File: src/swr_pkg.sv
package swr_pkg;

   // widths fixed by the word format
   localparam int AxisW   = 8;
   localparam int IdxW    = 64;
   localparam int DimW    = 31;
   localparam int AxOutW  = 3;
   localparam int ErrW    = 2;
   localparam int RankW   = 4;
   localparam int EntryW  = 4;
   localparam int CsrIdxW = 2;

   // error codes
   localparam logic [ErrW-1:0] ERR_OK   = 2'd0;
   localparam logic [ErrW-1:0] ERR_AXIS = 2'd1;
   localparam logic [ErrW-1:0] ERR_STEP = 2'd2;

   // register indexes
   localparam logic [CsrIdxW-1:0] CSR_RANK  = 2'd0;
   localparam logic [CsrIdxW-1:0] CSR_AXES  = 2'd1;
   localparam logic [CsrIdxW-1:0] CSR_STEPS = 2'd2;

   // register reset values
   localparam logic [RankW-1:0] RankReset  = 4'd8;
   localparam logic             AxesReset  = 1'b1;
   localparam logic             StepsReset = 1'b1;

   // front/back queue depth and divider length (one quotient bit per cycle)
   localparam int QDepth   = 2;
   localparam int DivSteps = DimW;

   typedef struct packed {
      logic [RankW-1:0] rank;
      logic             axes_given;
      logic             steps_given;
   } cfg_type;

   // classified entry handed from front to back
   typedef struct packed {
      logic [AxOutW-1:0] axis;
      logic [DimW-1:0]   start;
      logic [IdxW-1:0]   stride;
      logic [DimW-1:0]   span;
      logic [IdxW-1:0]   mag;
      logic [DimW-1:0]   out_dim;
      logic [ErrW-1:0]   err;
      logic              last;
   } entry_type;

   typedef struct packed {
      logic full;
      logic empty;
   } q_status_type;

endpackage

File: src/swr_front.sv
module swr_front
   import swr_pkg::*;
#(
   parameter int MAX_RANK = 8
) (
   input  logic                   clock,
   input  logic                   reset,
   input  cfg_type                cfg,
   input  logic                   push,
   output logic                   full,
   input  logic signed [AxisW-1:0] axis,
   input  logic signed [IdxW-1:0] start_req,
   input  logic signed [IdxW-1:0] finish,
   input  logic signed [IdxW-1:0] stride,
   input  logic [DimW-1:0]        dim,
   input  logic [DimW-1:0]        out_dim,
   input  logic                   last_entry,
   input  q_status_type           q_stat,
   output logic                   q_wr,
   output entry_type              q_wdata
);

   typedef enum logic [1:0] {
      F_IDLE  = 2'b01,
      F_CLAMP = 2'b10
   } fstate_type;

   localparam logic [4:0] MaxRankW = 5'(MAX_RANK);

   fstate_type fstate_ff, fstate_in;

   logic [MAX_RANK-1:0] used_ff, used_in;
   logic [EntryW-1:0]   entry_ff, entry_in;

   // stage 1 capture
   logic [AxOutW-1:0]     ax_ff;
   logic [ErrW-1:0]       err_ff;
   logic                  last_ff;
   logic [IdxW-1:0]       step_ff;
   logic signed [IdxW:0]  st_w_ff, en_w_ff;
   logic [DimW-1:0]       dim_ff, odim_ff;

   logic                  accept;
   logic [4:0]            rank_sat;
   logic signed [9:0]     ax_raw, ax_wrap;
   logic                  ax_ok, dup;
   logic [MAX_RANK-1:0]   hit;
   logic [IdxW-1:0]       step_use;
   logic [ErrW-1:0]       err_new;
   logic signed [IdxW:0]  dim_ext, st_ext, en_ext, st_w, en_w;

   // stage 2 clamp
   logic                  pos, zneg, ok;
   logic signed [IdxW:0]  dim65, hi, en_lo, st_c, en_c, diff;
   logic [DimW-1:0]       span;

   assign full   = (fstate_ff != F_IDLE);
   assign accept = push && !full;

   always_comb begin
      rank_sat = ({1'b0, cfg.rank} > MaxRankW) ? MaxRankW : {1'b0, cfg.rank};
      ax_raw   = cfg.axes_given ? {{2{axis[AxisW-1]}}, axis} : {6'b0, entry_ff};
      ax_wrap  = ax_raw[9] ? (ax_raw + $signed({5'b0, rank_sat})) : ax_raw;
      ax_ok    = !ax_wrap[9] && (ax_wrap[8:0] < {4'b0, rank_sat});
      for (int i = 0; i < MAX_RANK; i++) begin
         hit[i] = ax_ok && (ax_wrap[8:0] == 9'(i));
      end
      dup      = |(hit & used_ff);
      step_use = cfg.steps_given ? stride : 64'd1;
      if (!ax_ok || dup) begin
         err_new = ERR_AXIS;
      end else if (step_use == '0) begin
         err_new = ERR_STEP;
      end else begin
         err_new = ERR_OK;
      end
      // negative indexes count back from the dimension
      dim_ext = $signed({34'b0, dim});
      st_ext  = {start_req[IdxW-1], start_req};
      en_ext  = {finish[IdxW-1], finish};
      st_w    = start_req[IdxW-1] ? (st_ext + dim_ext) : st_ext;
      en_w    = finish[IdxW-1] ? (en_ext + dim_ext) : en_ext;
   end

   always_comb begin
      used_in  = used_ff;
      entry_in = entry_ff;
      if (accept) begin
         if (err_new != ERR_AXIS) begin
            used_in = used_ff | hit;
         end
         if (last_entry) begin
            used_in  = '0;
            entry_in = '0;
         end else if (entry_ff != {EntryW{1'b1}}) begin
            entry_in = entry_ff + 1'b1;
         end
      end
   end

   always_comb begin
      pos   = !step_ff[IdxW-1];
      zneg  = !pos && (dim_ff == '0);
      ok    = (err_ff == ERR_OK);
      dim65 = $signed({34'b0, dim_ff});
      hi    = pos ? dim65 : (dim65 - 65'sd1);
      en_lo = pos ? 65'sd0 : -65'sd1;
      if (zneg || st_w_ff < 65'sd0) begin
         st_c = '0;
      end else if (st_w_ff > hi) begin
         st_c = hi;
      end else begin
         st_c = st_w_ff;
      end
      if (en_w_ff < en_lo) begin
         en_c = en_lo;
      end else if (en_w_ff > hi) begin
         en_c = hi;
      end else begin
         en_c = en_w_ff;
      end
      diff = pos ? (en_c - st_c) : (st_c - en_c);
      span = (zneg || !ok || diff <= 65'sd0) ? '0 : diff[DimW-1:0];

      q_wdata.axis    = ok ? ax_ff : '0;
      q_wdata.start   = ok ? st_c[DimW-1:0] : '0;
      q_wdata.stride  = ok ? step_ff : '0;
      q_wdata.span    = span;
      q_wdata.mag     = pos ? step_ff : (64'd0 - step_ff);
      q_wdata.out_dim = odim_ff;
      q_wdata.err     = err_ff;
      q_wdata.last    = last_ff;
   end

   assign q_wr = (fstate_ff == F_CLAMP) && !q_stat.full;

   always_comb begin
      fstate_in = fstate_ff;
      unique case (fstate_ff)
         F_IDLE:  if (accept) fstate_in = F_CLAMP;
         F_CLAMP: if (q_wr) fstate_in = F_IDLE;
         default: fstate_in = F_IDLE;
      endcase
   end

   always_ff @(posedge clock) begin
      if (reset) begin
         fstate_ff <= F_IDLE;
         used_ff   <= '0;
         entry_ff  <= '0;
      end else begin
         fstate_ff <= fstate_in;
         used_ff   <= used_in;
         entry_ff  <= entry_in;
      end
   end

   always_ff @(posedge clock) begin
      if (accept) begin
         ax_ff   <= ax_wrap[AxOutW-1:0];
         err_ff  <= err_new;
         last_ff <= last_entry;
         step_ff <= step_use;
         st_w_ff <= st_w;
         en_w_ff <= en_w;
         dim_ff  <= dim;
         odim_ff <= out_dim;
      end
   end

endmodule

File: src/swr_queue.sv
module swr_queue
   import swr_pkg::*;
(
   input  logic         clock,
   input  logic         reset,
   input  logic         wr,
   input  entry_type    wdata,
   input  logic         rd,
   output entry_type    rdata,
   output q_status_type stat
);

   localparam int PtrW = (QDepth > 1) ? $clog2(QDepth) : 1;
   localparam int CntW = $clog2(QDepth + 1);

   entry_type         mem [QDepth];
   logic [PtrW-1:0]   wr_ptr_ff, rd_ptr_ff;
   logic [CntW-1:0]   cnt_ff;
   logic              do_wr, do_rd;

   assign stat.full  = (cnt_ff == CntW'(QDepth));
   assign stat.empty = (cnt_ff == '0);
   assign do_wr      = wr && !stat.full;
   assign do_rd      = rd && !stat.empty;
   assign rdata      = mem[rd_ptr_ff];

   always_ff @(posedge clock) begin
      if (do_wr) begin
         mem[wr_ptr_ff] <= wdata;
      end
   end

   always_ff @(posedge clock) begin
      if (reset) begin
         wr_ptr_ff <= '0;
         rd_ptr_ff <= '0;
         cnt_ff    <= '0;
      end else begin
         if (do_wr) begin
            wr_ptr_ff <= (wr_ptr_ff == PtrW'(QDepth - 1)) ? '0 : wr_ptr_ff + 1'b1;
         end
         if (do_rd) begin
            rd_ptr_ff <= (rd_ptr_ff == PtrW'(QDepth - 1)) ? '0 : rd_ptr_ff + 1'b1;
         end
         if (do_wr && !do_rd) begin
            cnt_ff <= cnt_ff + 1'b1;
         end else if (do_rd && !do_wr) begin
            cnt_ff <= cnt_ff - 1'b1;
         end
      end
   end

endmodule

File: src/swr_back.sv
module swr_back
   import swr_pkg::*;
(
   input  logic                  clock,
   input  logic                  reset,
   input  q_status_type          q_stat,
   input  entry_type             q_rdata,
   output logic                  q_rd,
   output logic                  empty,
   input  logic                  pop,
   output logic [AxOutW-1:0]     axis_out,
   output logic [DimW-1:0]       start_out,
   output logic signed [IdxW-1:0] stride_out,
   output logic [DimW-1:0]       extent,
   output logic [ErrW-1:0]       error,
   output logic                  last_out
);

   typedef enum logic [3:0] {
      B_IDLE = 4'b0001,
      B_DIV  = 4'b0010,
      B_FIN  = 4'b0100,
      B_DONE = 4'b1000
   } bstate_type;

   localparam int CntW = $clog2(DivSteps);

   bstate_type bstate_ff, bstate_in;

   entry_type         cur_ff;
   logic [DimW-1:0]   nq_ff;    // numerator in, quotient out
   logic [DimW:0]     rem_ff;
   logic [DimW-1:0]   div_ff;
   logic              zero_ff;
   logic [CntW-1:0]   cnt_ff;

   logic [DimW:0]     rem_sh, ext_sum;
   logic              ge, big;
   logic [DimW-1:0]   ext_cap;

   assign q_rd  = (bstate_ff == B_IDLE) && !q_stat.empty;
   assign empty = (bstate_ff != B_DONE);
   assign big   = |q_rdata.mag[IdxW-1:DimW];

   always_comb begin
      rem_sh  = {rem_ff[DimW-1:0], nq_ff[DimW-1]};
      ge      = (rem_sh >= {1'b0, div_ff});
      ext_sum = zero_ff ? '0 : ({1'b0, nq_ff} + 1'b1);
      ext_cap = (ext_sum > {1'b0, cur_ff.out_dim}) ? cur_ff.out_dim : ext_sum[DimW-1:0];
   end

   always_comb begin
      bstate_in = bstate_ff;
      unique case (bstate_ff)
         B_IDLE: begin
            if (q_rd) begin
               bstate_in = (q_rdata.span == '0 || big) ? B_FIN : B_DIV;
            end
         end
         B_DIV:  if (cnt_ff == CntW'(DivSteps - 1)) bstate_in = B_FIN;
         B_FIN:  bstate_in = B_DONE;
         B_DONE: if (pop) bstate_in = B_IDLE;
         default: bstate_in = B_IDLE;
      endcase
   end

   always_ff @(posedge clock) begin
      if (reset) begin
         bstate_ff <= B_IDLE;
      end else begin
         bstate_ff <= bstate_in;
      end
   end

   // ceil(span / mag) = (span - 1) / mag + 1, restoring, one bit a cycle
   always_ff @(posedge clock) begin
      unique case (bstate_ff)
         B_IDLE: begin
            cur_ff  <= q_rdata;
            nq_ff   <= big ? '0 : (q_rdata.span - 1'b1);
            div_ff  <= q_rdata.mag[DimW-1:0];
            zero_ff <= (q_rdata.span == '0);
            rem_ff  <= '0;
            cnt_ff  <= '0;
         end
         B_DIV: begin
            rem_ff <= ge ? (rem_sh - {1'b0, div_ff}) : rem_sh;
            nq_ff  <= {nq_ff[DimW-2:0], ge};
            cnt_ff <= cnt_ff + 1'b1;
         end
         B_FIN: begin
            axis_out   <= cur_ff.axis;
            start_out  <= cur_ff.start;
            stride_out <= cur_ff.stride;
            extent     <= ext_cap;
            error      <= cur_ff.err;
            last_out   <= cur_ff.last;
         end
         B_DONE: ;
         default: ;
      endcase
   end

endmodule

File: src/slice_window_resolver_core.sv
// Slice window resolver: one slice entry in, one resolved entry out.
//
// Input channel: drive the entry on req_* with push high; the word is taken
// at a clock edge where push is high and full is low. Result channel: while
// empty is low the oldest result sits on rsp_*; raise pop to take it.
// Configuration: csr_wr_en with csr_index/csr_wdata writes rank (0),
// axes_given (1) or steps_given (2); write only while idle.
//
// From accept to empty going low a word passes the front (clamp; the axis
// and index wrap settle before the accept edge), the hand-over through the
// queue, the bit-serial divider that forms the extent, and the register that
// caps and holds it. The front can take new words while the back divides,
// until the queue fills. Entries whose span is zero, that carry an error, or
// whose step exceeds 31 bits skip the divider. A two-entry queue between
// front and back lets the front keep taking words while a result waits on a
// stalled receiver.
// Reset (synchronous, active high) empties the queue, clears the used-axis
// map and entry position, and loads rank 8 with axes and steps given.
module slice_window_resolver_core
   import swr_pkg::*;
#(
   parameter int MAX_RANK = 8
) (
   input  logic                   clock,
   input  logic                   reset,
   // configuration
   input  logic                   csr_wr_en,
   input  logic [CsrIdxW-1:0]     csr_index,
   input  logic [RankW-1:0]       csr_wdata,
   // input words
   input  logic                   push,
   output logic                   full,
   input  logic signed [AxisW-1:0] req_axis,
   input  logic signed [IdxW-1:0] req_start_req,
   input  logic signed [IdxW-1:0] req_finish,
   input  logic signed [IdxW-1:0] req_stride,
   input  logic [DimW-1:0]        req_dim,
   input  logic [DimW-1:0]        req_out_dim,
   input  logic                   req_last_entry,
   // result words
   output logic                   empty,
   input  logic                   pop,
   output logic [AxOutW-1:0]      rsp_axis_out,
   output logic [DimW-1:0]        rsp_start_out,
   output logic signed [IdxW-1:0] rsp_stride_out,
   output logic [DimW-1:0]        rsp_extent,
   output logic [ErrW-1:0]        rsp_error,
   output logic                   rsp_last_out
);

   cfg_type      cfg_ff;
   q_status_type q_stat;
   logic         q_wr, q_rd;
   entry_type    q_wdata, q_rdata;

   // config registers, no read-back
   always_ff @(posedge clock) begin
      if (reset) begin
         cfg_ff.rank        <= RankReset;
         cfg_ff.axes_given  <= AxesReset;
         cfg_ff.steps_given <= StepsReset;
      end else if (csr_wr_en) begin
         unique case (csr_index)
            CSR_RANK:  cfg_ff.rank        <= csr_wdata;
            CSR_AXES:  cfg_ff.axes_given  <= csr_wdata[0];
            CSR_STEPS: cfg_ff.steps_given <= csr_wdata[0];
            default:   ;   // unmapped index, dropped
         endcase
      end
   end

   // front: axis resolve, duplicate check, wrap and clamp
   swr_front #(
      .MAX_RANK (MAX_RANK)
   ) u_front (
      .clock      (clock),
      .reset      (reset),
      .cfg        (cfg_ff),
      .push       (push),
      .full       (full),
      .axis       (req_axis),
      .start_req  (req_start_req),
      .finish     (req_finish),
      .stride     (req_stride),
      .dim        (req_dim),
      .out_dim    (req_out_dim),
      .last_entry (req_last_entry),
      .q_stat     (q_stat),
      .q_wr       (q_wr),
      .q_wdata    (q_wdata)
   );

   swr_queue u_queue (
      .clock (clock),
      .reset (reset),
      .wr    (q_wr),
      .wdata (q_wdata),
      .rd    (q_rd),
      .rdata (q_rdata),
      .stat  (q_stat)
   );

   // back: extent divide, cap, result register
   swr_back u_back (
      .clock      (clock),
      .reset      (reset),
      .q_stat     (q_stat),
      .q_rdata    (q_rdata),
      .q_rd       (q_rd),
      .empty      (empty),
      .pop        (pop),
      .axis_out   (rsp_axis_out),
      .start_out  (rsp_start_out),
      .stride_out (rsp_stride_out),
      .extent     (rsp_extent),
      .error      (rsp_error),
      .last_out   (rsp_last_out)
   );

   // an erroring word carries no window
   a_err_zero: assert property (@(posedge clock) disable iff (reset)
      (!empty && rsp_error != ERR_OK) |->
         (rsp_extent == '0 && rsp_start_out == '0 && rsp_stride_out == '0))
      else $error("error word with nonzero window");

   // only defined error codes leave the block
   a_err_code: assert property (@(posedge clock) disable iff (reset)
      !empty |-> (rsp_error == ERR_OK || rsp_error == ERR_AXIS || rsp_error == ERR_STEP))
      else $error("undefined error code");

   // nothing is pending right after reset
   a_reset_empty: assert property (@(posedge clock)
      (!reset && $past(reset)) |-> (empty && !full))
      else $error("block not empty after reset");

endmodule

File: config.mk
export PLATFORM = sky130hd
export DESIGN_NAME = slice_window_resolver_core
export DESIGN_NICKNAME = d
export VERILOG_FILES = /design/src/swr_pkg.sv /design/src/swr_front.sv /design/src/swr_queue.sv /design/src/swr_back.sv /design/src/slice_window_resolver_core.sv
export SDC_FILE = /design/constraint.sdc
export NUM_CORES = 2
export LEC_CHECK = 0
export ABC_AREA = 1
export BUFFER_PORTS_ARGS = -buffer_cell sky130_fd_sc_hd__buf_2
export CORE_MARGIN = 2
export CORE_UTILIZATION = 60
export DETAILED_ROUTE_END_ITERATION = 6
export PLACE_DENSITY = 0.79
export SLEW_MARGIN = 20
export SYNTH_ARGS = -nofsm -noshare
export SYNTH_HDL_FRONTEND = slang
export SYNTH_HIERARCHICAL = 1
export SYNTH_SLANG_ARGS = --single-unit
export TNS_END_PERCENT = 1
File: constraint.sdc
create_clock -name clock -period 13.2 [get_ports clock]
set_input_delay 3.96 -clock clock [delete_from_list [all_inputs] [get_ports clock]]
set_output_delay 3.96 -clock clock [all_outputs]
set_load 0.01 [all_outputs]
==> results.py <==
metrics = {
    "clock_tree": {
        "cts_resized": 0,
        "clk_pin_slew_ns": 0.07,
        "hold_buffers": 0,
        "ctsHtreeMaxLevel": 3,
        "clock_sinks": 1108,
        "cts_buffers": 107,
        "postCtsSetupBuffers": 0,
        "cts_tree": "done",
        "cts.path.max_buffers": 3,
        "clk_latency_ns": 0.76,
        "cts_root_buf": "clkbuf_16",
    },
    "synthesis": {
        "yosysUniqueCellTypes": 73,
        "synthFlopType": "edfxtp_1",
        "syn_inst": 7448,
        "synth_area_per_cell_um2": 9.19,
        "synth_fp_nets": 8187,
        "yosys_warnings": 6,
        "syn_area_mm2": 0.0684,
        "synth_async_sr_flop_share_pct": 0,
        "ys_seq_area_share_pct": 48.2,
        "synth_top_family_by_area": "simple AND/OR/NAND/NOR gates",
        "synth-compound-area-share_pct": 9.80,
        "ys_seq_elements": 1108,
        "synth-adder-area-share_pct": 8.57,
        "synthSimpleGateAreaFrac_pct": 18.9,
        "synthMuxAreaShare_pct": 3.99,
        "synthXorXnorAreaFrac_pct": 3.84,
        "synth-edff-count": 1079,
    },
    "cells_and_area": {
        "final_cell_mix": "nand2_1 (1493), edfxtp_1 (1079), inv_1 (869)",
        "area.sequential_mm2": 0.0330,
        "multi_input_area_mm2": 0.0309,
        "stdcell_count": 9423,
        "final_common_cell": "nand2_1",
        "fill_cells": 8892,
        "final_layout_size_suffix_gt1_share_pct": 14.5,
        "syn_to_final_growth_pct": 10.2,
        "nNetsFinal": 8570,
        "antennaDiodeCount": 0,
    },
    "critical_path": {
        "cp_slowest_stage_delay_ns": 0.95,
        "cp_slowest_cell": "nor4_1",
        "critPathMostFrequentCell": "nor2_1",
        "cp_data_required_time_ns": 13.66,
        "path_class": "reg2reg",
        "end_kind": "flip-flop",
        "start_kind": "flip-flop",
        "critical_path_peak_fanout": 50,
        "critPathArrivalTime_ns": 12.35,
    },
    "power_and_ir_drop": {
        "leakagePower_nw": 31.4,
        "power_density_mw_per_mm2": 160,
        "irDropWorstVdd_mv": 0.184,
    },
    "outcome": {
        "outcome": "complete, but fails checks",
        "violations": "design-rule violations",
    },
    "timing": {
        "clock_skew_ns": 0.0719,
        "min_period_ns": 11.89,
        "fin_ws_ns": 1.31,
        "setup_viol": 0,
        "maxSlewViolCount": 0,
        "finalSetupTns_ns": 0,
        "rsz0062_at_grt": "no",
        "worst_pin_slew_ns": 1.14,
        "hold_viol": 0,
        "maxSlewHeadroom_pct": 24.0,
        "fin_crit_sh_pct": 90.1,
        "clock.fmax_mhz": 84.1,
    },
    "die": {
        "ios": 408,
        "die_height_um": 342,
        "start_util_pct": 60.7,
        "die_area_mm2": 0.117,
        "fp.dieW_um": 342,
        "num_rows": 123,
        "core_area_mm2": 0.113,
    },
    "global_routing": {
        "overflow": 0,
        "grt_pass1_wl_um": 316000,
        "grt_pass1_vias": 54893,
        "grt_start_max_net_pins": 129,
        "grt_usage_pct": 35.4,
        "antenna_found_initial": 1,
    },
    "place": {
        "pre_cts_slack_ns": 1.66,
        "place_congestion": 1.06,
        "dp_hpwl_um": 163000,
        "io_buffers": 407,
        "dp_cells": 9220,
    },
    "routing": {
        "drt_first_pass_iters": 7,
        "drt_first_iter_violations": 5067,
        "wl_per_cell_um": 22.4,
        "avgViaCountPerCell": 5.91,
        "via_count": 55664,
        "drt-total-wl_um": 211000,
        "drc": 13,
        "ant_nets": 0,
    },
    "job": {
        "cap_violations": 0,
    },
    "hold_path": {
        "min_path_type": "reg2reg",
    },
}
==> final timing paths <==
check / start / endpoint / slack [ns] / depth (start not counted)
setup / recovery: u_front/dim_ff[2] / u_queue/mem[0][128] / 1.31 / 44
setup reg to reg: u_front/dim_ff[2] / u_queue/mem[0][128] / 1.31 / 44
hold / removal: u_back/cur_ff[199] / u_back/start_out[6] / 0.39 / 0
hold reg to reg: u_back/cur_ff[199] / u_back/start_out[6] / 0.39 / 0
==> synth_stat cells, types with 37 or more instances <==
master    count  area share (%)
nand2_1    1494             8.2
edfxtp_1   1079              47
inv_1       874             4.8
nor2_1      802             4.4
a21oi_1     470             3.4
ha_1        459             8.4
o21ai_0     370             2.7
nand3_1     276             2.0
xor2_1      230             2.9
mux2_2      197             3.2
nor3_1      107            0.78
nand4_1      89            0.81
inv_2        85            0.47
o21ai_1      83            0.61
xnor2_1      68            0.87
clkbuf_1     66            0.36
nor2_2       66            0.60
nor4_1       62            0.57
a21oi_2      37            0.47
buf_2        37            0.27
nand3b_1     37            0.41
o21ai_2      37            0.47
==> critical path: cells and delay by family, from the launching register on <==
kind | cells | cell delay [ns]
AND/OR/NAND/NOR | 32 | 7.27
adder cells (fa/ha/maj) | 2 | 0.68
flip-flops | 1 | 0.44
buffers and inverters | 5 | 1.63
XOR/XNOR | 1 | 0.19
AO/OA/AOI/OAI | 4 | 1.27
==> power breakdown <==
group | total (mW) | internal, mW | switching [mW]
sequential | 4.77 | 4.51 | 0.264
clock | 3.16 | 1.79 | 1.37
combinational | 4.14 | 1.15 | 2.98
total | 12.1 | 7.45 | 4.62
==> per-stage QoR <==
stage	power, mW	utilization [%]	instance area, µm²	hold slack, ns
3_3_place_gp	8.75	63.5	71700	0.401
4_1_cts	12.0	66.8	75400	0.394
5_1_grt	12.6	66.9	75400	0.397
3_5_place_dp	8.82	63.5	71700	0.405
2_1_floorplan	7.52	-	68400	0.400
6_report	12.1	66.9	75400	0.390
==> sequential cells by signal, summed over array words and instances, names as in the netlist, 3 cells and up, named ones only <==
register and cells:
u_back/nq_ff 31, u_back/div_ff 31, u_front/used_ff 8, u_queue/mem 454, u_front/st_w_ff 65, u_back/cnt_ff 5
u_back/bstate_ff 4, u_back/rem_ff 31, u_front/en_w_ff 65, u_front/step_ff 64, u_front/entry_ff 4, u_back/stride_out 64
cfg_ff 6, u_back/axis_out 3, u_back/cur_ff 132, u_back/start_out 31, u_back/extent 31, u_front/ax_ff 3
u_front/dim_ff 31, u_front/odim_ff 31
==> final cells by class <==
cell class	count	share of cell area, %
clock inverter	77	1.23
sequential	1108	43.7
clock buffer	124	3.65
inverter	962	4.82
multi-input combinational	5209	40.9
tap	1500	2.49
timing repair buffer	443	3.13
==> per-layer routing <==
metal	track usage, %	share of wire, %	vias up
li1	-	-	26105
met4	20.4	6.6	2
met3	4.74	6.7	645
met5	0	0.0062	-
met1	43.8	39	26349
met2	59.8	48	2563
==> cells by family (layout without fill, tap and decap cells) <==
kind of cell,count (synthesis),in the layout
multiplexers,233,233
AO/OA/AOI/OAI,1188,1188
buffers and inverters,1131,1606
adder cells (fa/ha/maj),465,465
AND/OR/NAND/NOR,3024,3024
XOR/XNOR,299,299
flip-flops,1108,1108
No activity file was read; power rests on OpenSTA's default activity.
